[src/rtl/nmeacf_pkg.sv]
`default_nettype none

package nmeacf_pkg;

	// ascii codes the parser reacts to
	localparam logic [7:0] CH_ZERO = 8'h30;
	localparam logic [7:0] CH_NINE = 8'h39;
	localparam logic [7:0] CH_DOT  = 8'h2E;
	localparam logic [7:0] CH_S    = 8'h53;
	localparam logic [7:0] CH_W    = 8'h57;

	localparam int FRACTION_DIGITS_DEF = 4;

	// result scaling: 1e-7 degree units
	localparam int SCALE_DIGITS = 7;
	localparam int DEG_W        = 8;
	localparam int MIN_W        = 7;
	localparam int OUT_W        = 33;
	localparam int DEGP_W       = 32;
	localparam int N_W          = 30;
	localparam int X_W          = N_W - 2;
	localparam int RECIP_W      = 29;
	localparam int PROD_W       = X_W + RECIP_W;
	localparam int RECIP_SHIFT  = 32;
	localparam int Q_W          = PROD_W - RECIP_SHIFT;

	localparam logic [DEGP_W-1:0]  DEG_SCALE    = 32'd10_000_000;
	localparam logic [N_W-1:0]     MINUTE_ROUND = 30'd30;
	// ceil(2^32 / 15), exact for quotients of values below 2^28
	localparam logic [RECIP_W-1:0] RECIP_15     = 29'd286331154;

	function automatic logic [31:0] pow10(input int unsigned n);
		logic [31:0] r;
		r = 32'd1;
		for (int i = 0; i < 10; i++) begin
			if (i < n) begin
				r = r * 32'd10;
			end
		end
		return r;
	endfunction

endpackage

`default_nettype wire

[src/rtl/nmea_coordinate_field_parser.sv]
// the end character loads parser stage s1, then scaler stages s2, s3 and the output register
// throughput: one character word per cycle while char_stall is low; the pipeline holds
// up to four coordinates, one in the parser and three in the scaler
// char_stall rises only when every pipeline stage is full and the output word is stalled
// arst_n clears the parse state and all valid flags; data registers are not reset
`default_nettype none

module nmea_coordinate_field_parser #(
	parameter int FRACTION_DIGITS = nmeacf_pkg::FRACTION_DIGITS_DEF
) (
	input  wire logic                            clk,
	input  wire logic                            arst_n,
	// character words, one ascii code each
	input  wire logic                            char_valid,
	output logic                                 char_stall,
	input  wire logic [7:0]                      char_code,
	input  wire logic                            field_end,
	// coordinate words in 1e-7 degree
	output logic                                 coord_valid,
	input  wire logic                            coord_stall,
	output logic signed [nmeacf_pkg::OUT_W-1:0]  degrees_e7
);
	import nmeacf_pkg::*;

	// kept fraction digits need this many bits
	localparam int FRAC_W = $clog2(10 ** FRACTION_DIGITS);

	// parsed field handed from the character parser to the scaler
	logic               item_valid;
	logic               item_ready;
	logic [DEG_W-1:0]   item_deg;
	logic [MIN_W-1:0]   item_mint;
	logic [FRAC_W-1:0]  item_frac;
	logic               item_neg;

	// per character: digit window, fraction accumulation, hemisphere mark;
	// at field end the parsed values are registered and the state cleared
	nmeacf_parse #(
		.FRACTION_DIGITS (FRACTION_DIGITS),
		.FRAC_W          (FRAC_W)
	) u_parse (
		.clk        (clk),
		.arst_n     (arst_n),
		.char_valid (char_valid),
		.char_stall (char_stall),
		.char_code  (char_code),
		.field_end  (field_end),
		.item_valid (item_valid),
		.item_ready (item_ready),
		.item_deg   (item_deg),
		.item_mint  (item_mint),
		.item_frac  (item_frac),
		.item_neg   (item_neg)
	);

	// degrees * 1e7 plus minutes / 60 rounded to nearest, then sign;
	// constant scaling, reciprocal multiply and final add each get a stage
	nmeacf_scale #(
		.FRACTION_DIGITS (FRACTION_DIGITS),
		.FRAC_W          (FRAC_W)
	) u_scale (
		.clk         (clk),
		.arst_n      (arst_n),
		.item_valid  (item_valid),
		.item_ready  (item_ready),
		.item_deg    (item_deg),
		.item_mint   (item_mint),
		.item_frac   (item_frac),
		.item_neg    (item_neg),
		.coord_valid (coord_valid),
		.coord_stall (coord_stall),
		.degrees_e7  (degrees_e7)
	);

endmodule

`default_nettype wire

[src/rtl/nmeacf_parse.sv]
`default_nettype none

module nmeacf_parse #(
	parameter int FRACTION_DIGITS = nmeacf_pkg::FRACTION_DIGITS_DEF,
	parameter int FRAC_W          = $clog2(10 ** FRACTION_DIGITS)
) (
	input  wire logic                         clk,
	input  wire logic                         arst_n,
	input  wire logic                         char_valid,
	output logic                              char_stall,
	input  wire logic [7:0]                   char_code,
	input  wire logic                         field_end,
	output logic                              item_valid,
	input  wire logic                         item_ready,
	output logic [nmeacf_pkg::DEG_W-1:0]      item_deg,
	output logic [nmeacf_pkg::MIN_W-1:0]      item_mint,
	output logic [FRAC_W-1:0]                 item_frac,
	output logic                              item_neg
);
	import nmeacf_pkg::*;

	localparam int CNT_W = $clog2(FRACTION_DIGITS + 1);

	typedef enum logic [2:0] {
		PH_INT  = 3'b001,
		PH_FRAC = 3'b010,
		PH_HEMI = 3'b100
	} phase_t;

	phase_t             phase_q, phase_n;
	logic [DEG_W-1:0]   deg_q, deg_n;
	logic [3:0]         tens_q, tens_n;
	logic [3:0]         units_q, units_n;
	logic [FRAC_W-1:0]  frac_q, frac_n;
	logic [CNT_W-1:0]   cnt_q, cnt_n;
	logic               neg_q, neg_n;

	logic               take;
	logic               is_digit;
	logic [3:0]         dig;
	logic [11:0]        deg_wide;
	logic [FRAC_W-1:0]  frac_pad;

	logic               valid_s1;
	logic [DEG_W-1:0]   deg_s1;
	logic [MIN_W-1:0]   mint_s1;
	logic [FRAC_W-1:0]  frac_s1;
	logic               neg_s1;

	assign char_stall = valid_s1 && !item_ready;
	assign take       = char_valid && !char_stall;
	assign is_digit   = (char_code >= CH_ZERO) && (char_code <= CH_NINE);
	assign dig        = 4'(char_code - CH_ZERO);
	assign deg_wide   = 12'(deg_q) * 12'd10 + 12'(tens_q);

	always_comb begin
		phase_n = phase_q;
		deg_n   = deg_q;
		tens_n  = tens_q;
		units_n = units_q;
		frac_n  = frac_q;
		cnt_n   = cnt_q;
		neg_n   = neg_q;
		unique case (phase_q)
			PH_INT: begin
				if (is_digit) begin
					deg_n   = (deg_wide > 12'd255) ? 8'hFF : deg_wide[7:0];
					tens_n  = units_q;
					units_n = dig;
				end else if (char_code == CH_DOT) begin
					phase_n = PH_FRAC;
				end else begin
					neg_n   = (char_code == CH_S) || (char_code == CH_W);
					phase_n = PH_HEMI;
				end
			end
			PH_FRAC: begin
				if (is_digit) begin
					// digits past the kept precision are dropped
					if (cnt_q < CNT_W'(FRACTION_DIGITS)) begin
						frac_n = FRAC_W'(frac_q * FRAC_W'(10) + FRAC_W'(dig));
						cnt_n  = cnt_q + 1'b1;
					end
				end else begin
					neg_n   = (char_code == CH_S) || (char_code == CH_W);
					phase_n = PH_HEMI;
				end
			end
			default: begin
				// hemisphere decided: rest of the field is ignored
			end
		endcase
	end

	// pad missing fraction digits with zeros
	assign frac_pad = FRAC_W'(32'(frac_n) * pow10(FRACTION_DIGITS - int'(cnt_n)));

	always_ff @(posedge clk or negedge arst_n) begin
		if (!arst_n) begin
			phase_q  <= PH_INT;
			deg_q    <= '0;
			tens_q   <= '0;
			units_q  <= '0;
			frac_q   <= '0;
			cnt_q    <= '0;
			neg_q    <= 1'b0;
			valid_s1 <= 1'b0;
		end else begin
			if (take) begin
				if (field_end) begin
					phase_q <= PH_INT;
					deg_q   <= '0;
					tens_q  <= '0;
					units_q <= '0;
					frac_q  <= '0;
					cnt_q   <= '0;
					neg_q   <= 1'b0;
				end else begin
					phase_q <= phase_n;
					deg_q   <= deg_n;
					tens_q  <= tens_n;
					units_q <= units_n;
					frac_q  <= frac_n;
					cnt_q   <= cnt_n;
					neg_q   <= neg_n;
				end
			end
			if (take && field_end) begin
				valid_s1 <= 1'b1;
			end else if (item_ready) begin
				valid_s1 <= 1'b0;
			end
		end
	end

	always_ff @(posedge clk) begin
		if (take && field_end) begin
			deg_s1  <= deg_n;
			mint_s1 <= MIN_W'(MIN_W'(tens_n) * MIN_W'(10) + MIN_W'(units_n));
			frac_s1 <= frac_pad;
			neg_s1  <= neg_n;
		end
	end

	assign item_valid = valid_s1;
	assign item_deg   = deg_s1;
	assign item_mint  = mint_s1;
	assign item_frac  = frac_s1;
	assign item_neg   = neg_s1;

endmodule

`default_nettype wire

[src/rtl/nmeacf_scale.sv]
`default_nettype none

module nmeacf_scale #(
	parameter int FRACTION_DIGITS = nmeacf_pkg::FRACTION_DIGITS_DEF,
	parameter int FRAC_W          = $clog2(10 ** FRACTION_DIGITS)
) (
	input  wire logic                          clk,
	input  wire logic                          arst_n,
	input  wire logic                          item_valid,
	output logic                               item_ready,
	input  wire logic [nmeacf_pkg::DEG_W-1:0]  item_deg,
	input  wire logic [nmeacf_pkg::MIN_W-1:0]  item_mint,
	input  wire logic [FRAC_W-1:0]             item_frac,
	input  wire logic                          item_neg,
	output logic                               coord_valid,
	input  wire logic                          coord_stall,
	output logic signed [nmeacf_pkg::OUT_W-1:0] degrees_e7
);
	import nmeacf_pkg::*;

	localparam logic [N_W-1:0] MIN_SCALE  = N_W'(DEG_SCALE);
	localparam logic [N_W-1:0] FRAC_SCALE = N_W'(pow10(SCALE_DIGITS - FRACTION_DIGITS));

	logic                     valid_s2, valid_s3, valid_q;
	logic                     rdy_s2, rdy_s3, rdy_o;

	logic [N_W-1:0]           num_c, num_s2;
	logic [DEGP_W-1:0]        degp_c, degp_s2, degp_s3;
	logic                     neg_s2, neg_s3;

	logic [X_W-1:0]           x_c;
	logic [PROD_W-1:0]        prod_c;
	logic [Q_W-1:0]           q_s3;

	logic [OUT_W-1:0]         mag_c;
	logic signed [OUT_W-1:0]  deg_e7_q;

	assign rdy_o      = !valid_q || !coord_stall;
	assign rdy_s3     = !valid_s3 || rdy_o;
	assign rdy_s2     = !valid_s2 || rdy_s3;
	assign item_ready = rdy_s2;

	// minutes scaled to 1e-7, plus half of the divisor for rounding
	assign num_c  = N_W'(item_mint) * MIN_SCALE + N_W'(item_frac) * FRAC_SCALE + MINUTE_ROUND;
	assign degp_c = DEGP_W'(item_deg) * DEG_SCALE;

	// divide by 60: drop two bits, then reciprocal multiply for 15
	assign x_c    = num_s2[N_W-1:2];
	assign prod_c = PROD_W'(x_c) * PROD_W'(RECIP_15);

	assign mag_c  = OUT_W'(degp_s3) + OUT_W'(q_s3);

	always_ff @(posedge clk or negedge arst_n) begin
		if (!arst_n) begin
			valid_s2 <= 1'b0;
			valid_s3 <= 1'b0;
			valid_q  <= 1'b0;
		end else begin
			if (rdy_s2) begin
				valid_s2 <= item_valid;
			end
			if (rdy_s3) begin
				valid_s3 <= valid_s2;
			end
			if (rdy_o) begin
				valid_q <= valid_s3;
			end
		end
	end

	always_ff @(posedge clk) begin
		if (rdy_s2 && item_valid) begin
			num_s2  <= num_c;
			degp_s2 <= degp_c;
			neg_s2  <= item_neg;
		end
		if (rdy_s3 && valid_s2) begin
			q_s3    <= prod_c[PROD_W-1:RECIP_SHIFT];
			degp_s3 <= degp_s2;
			neg_s3  <= neg_s2;
		end
		if (rdy_o && valid_s3) begin
			deg_e7_q <= neg_s3 ? $signed(-mag_c) : $signed(mag_c);
		end
	end

	assign coord_valid = valid_q;
	assign degrees_e7  = deg_e7_q;

endmodule

`default_nettype wire

[config.mk]
export PLATFORM = sky130hd
export DESIGN_NAME = nmea_coordinate_field_parser
export DESIGN_NICKNAME = d
export VERILOG_FILES = /design/src/rtl/nmeacf_pkg.sv /design/src/rtl/nmea_coordinate_field_parser.sv /design/src/rtl/nmeacf_parse.sv /design/src/rtl/nmeacf_scale.sv
export SDC_FILE = /design/constraint.sdc
export NUM_CORES = 1
export LEC_CHECK = 0
export BUFFER_PORTS_ARGS = -buffer_cell sky130_fd_sc_hd__buf_2
export CAP_MARGIN = 20
export CORE_MARGIN = 4
export CORE_UTILIZATION = 32
export DETAILED_ROUTE_END_ITERATION = 8
export MAX_ROUTING_LAYER = met4
export PLACE_DENSITY = 0.44
export SYNTH_ARGS = -nofsm -noshare
export SYNTH_HDL_FRONTEND = slang
export SYNTH_SLANG_ARGS = --single-unit
[constraint.sdc]
create_clock -name clk -period 15.25 [get_ports clk]
set_input_delay 1.525 -clock clk [delete_from_list [all_inputs] [get_ports clk]]
set_output_delay 1.525 -clock clk [all_outputs]
set_load 0.05 [all_outputs]
==> out/metrics.cfg <==
[grt]
overflow=0
grt_pass1_wl_mm=118
grt_use_total=0.150
grt_start_max_net_pins=54
grt_pass1_vias=22800
antenna_found_initial=1

[synthesis]
ys_warn_count=0
synth.largest_area_cell=ha_1
yosys-top-cells-area=ha_1 (25%), fa_1 (18%), edfxtp_1 (17%)
synth_area_um2=29900
netlist_instances=3062
synth_seq_cells=208
synth.most_common_cell=ha_1
ys_seq_area_frac=0.202
synthDistinctLibCells=99
synthArstFlopShare=0.197
synth_edf_count=167
syn_nets=3942
avgSynthCellArea_um2=9.76
synth_top_area_share=0.251
synth_ff_type=edfxtp_1
synthTopCellsByCount=ha_1 (600), inv_1 (531), fa_1 (267)

[finish]
final_nets=4033
layout-area-overhead-vs-synth_pct=10.7
seq_area_um2=6040
fillers=9343
multi_input_area_um2=21800
drive_gt1_frac=0.0665

[route]
dr_wl_met2_mm=34.2
dr.first_iter.drc_count=732
drtPass1Iterations=5
drt-met1-wl_mm=31.8
routed_wl_mm=70.1
postRouteAntennaNets=0
top_layer=met4
drc=0
avgViaCountPerCell=4.80
vias=21200
wl_met3_mm=1.77
wire_per_inst_um=15.9

[timing]
finalSetupViolCount=0
period_needed_ps=14570
relSlewSlack=0.399
period_share=0.955
slew_violations=0
fmax_ghz=0.0687
tightestPinTransition_ps=895
finClkSkew_ps=34.3
fin_ws_ps=684
finalHoldViolCount=0

[critical_path]
crit_type=in2reg
worstPathArrival_ps=14890
critPathMaxFanout=4
slowest_stage=fa_1
crit_top_cell=xnor2_1
critPathLaunchType=input port
end_kind=flip-flop
slowest_delay_ps=560
required_ps=15570

[placed_design]
port_buffers=47
gp_routability_congestion=0.870
dp_slack_ps=-32.8
dp.final_hpwl_mm=58.6

[clock_network]
cts_tree=yes
clockRootBuffer=clkbuf_16
h-tree-depth=1
numCtsBuffers=29
clk_pin_slew_worst_paths_ps=60
cts_hold_buf=0
cts.sinks=208
clk_latency_ps=600
clk_path_buf_depth=3

[run_status]
status=finished, final reports clean

[floorplan]
initial_utilization=0.325
rows=111
core_um2=92100
die_x_um=314
ios=48
dieArea_um2=98300
die_h_um=314

[min_path]
hold_path_class=reg2reg

[flow_run]
drv_cap=0

[flip-flops by register name, summed over array words and instances, names as in the netlist, 3 cells and up]
register,flops
u_parse.units_q,4
u_scale.degp_s3,25
u_parse.deg_q,8
u_parse.tens_q,4
u_parse.item_mint,7
u_parse.frac_q,14
u_scale.num_s2,27
u_parse.item_frac,14
u_parse.cnt_q,3
u_scale.q_s3,25
u_scale.degp_s2,25
u_parse.phase_q,3
u_scale.degrees_e7,33
u_parse.item_deg,8
[critical path, delay by kind of cell]
kind / cells / cell delay [ps]
adder cells (fa/ha/maj): 16 / 6020
XOR/XNOR: 15 / 2600
multiplexers: 1 / 180
AND/OR/NAND/NOR: 10 / 1610
buffers and inverters: 7 / 540
AO/OA/AOI/OAI: 16 / 2390
[area by class of cell]
| type | instances | share of cell area |
|---|---|---|
| Inverter | 535 | 0.0608 |
| Tap cell | 1243 | 0.0470 |
| Clock inverter | 18 | 0.00768 |
| Multi-Input combinational cell | 2284 | 0.660 |
| Antenna cell | 1 | 0.0000756 |
| Timing Repair Buffer | 95 | 0.0192 |
| Clock buffer | 34 | 0.0225 |
| Sequential cell | 208 | 0.183 |
[through the flow]
stage	cells	utilization	hold slack (ps)	instance area, µm²	setup TNS [ps]
final	4418	0.359	395	33100	0
after global routing	4418	0.359	405	33100	-37.6
after CTS	4413	0.357	391	32900	0
after detailed placement	4361	0.346	405	31900	-32.8
after global placement	4361	0.346	405	31900	0
after floorplan	3062	-	400	29900	0
[layer usage]
metal  global-route usage  vias to the layer above
met4               0.0439                        0
li1                     -                    10600
met3               0.0121                      105
met1                0.189                    10200
met2                0.260                      252
met5                    -                        -
[final timing paths]
path	from	end	slack, ps	depth (start not counted)
setup / recovery	char_code[6]	u_parse.item_frac[13]$_DFFE_PP_	680	65
setup reg to reg	u_parse.cnt_q[2]$_DFFE_PN0P_	u_parse.item_frac[13]$_DFFE_PP_	1120	63
hold reg to reg	u_scale.degp_s2[9]$_DFFE_PP_	u_scale.degp_s3[9]$_DFFE_PP_	400	0
hold / removal	u_scale.degp_s2[9]$_DFFE_PP_	u_scale.degp_s3[9]$_DFFE_PP_	400	0
min in group asynchronous	arst_n	u_parse.cnt_q[0]$_DFFE_PN0P_	1050	2
max in group asynchronous	arst_n	u_parse.frac_q[9]$_DFFE_PN0P_	13770	2
[cell usage in the layout, fill, tap and decap left out, drive strengths merged, types with 42 or more instances in the layout]
cell type	n
edfxtp	167
a21o	52
nand2	199
o21ai	126
nor2	174
ha	600
a21oi	141
xnor2	179
fa	267
buf	95
inv	535
xor2	42
[cell families (layout without fill, tap and decap cells)]
logic type,Yosys count,count (layout),share of synthesized area
adder cells (fa/ha/maj),867,867,0.430
XOR/XNOR,222,222,0.0658
flip-flops,208,208,0.202
AND/OR/NAND/NOR,638,638,0.104
other,0,1,0
buffers and inverters,570,682,0.0720
multiplexers,17,17,0.00586
AO/OA/AOI/OAI,540,540,0.120
[timing repair]
| action | in CTS | in global routing |
|---|---|---|
| endpoints found under the setup margin | 0 | 1 |
| setup buffers | 0 | 3 |
| resized for setup | 0 | 20 |
Power is not shown: default switching activity piles up to over one toggle a cycle in this logic, so the estimate is an artifact.
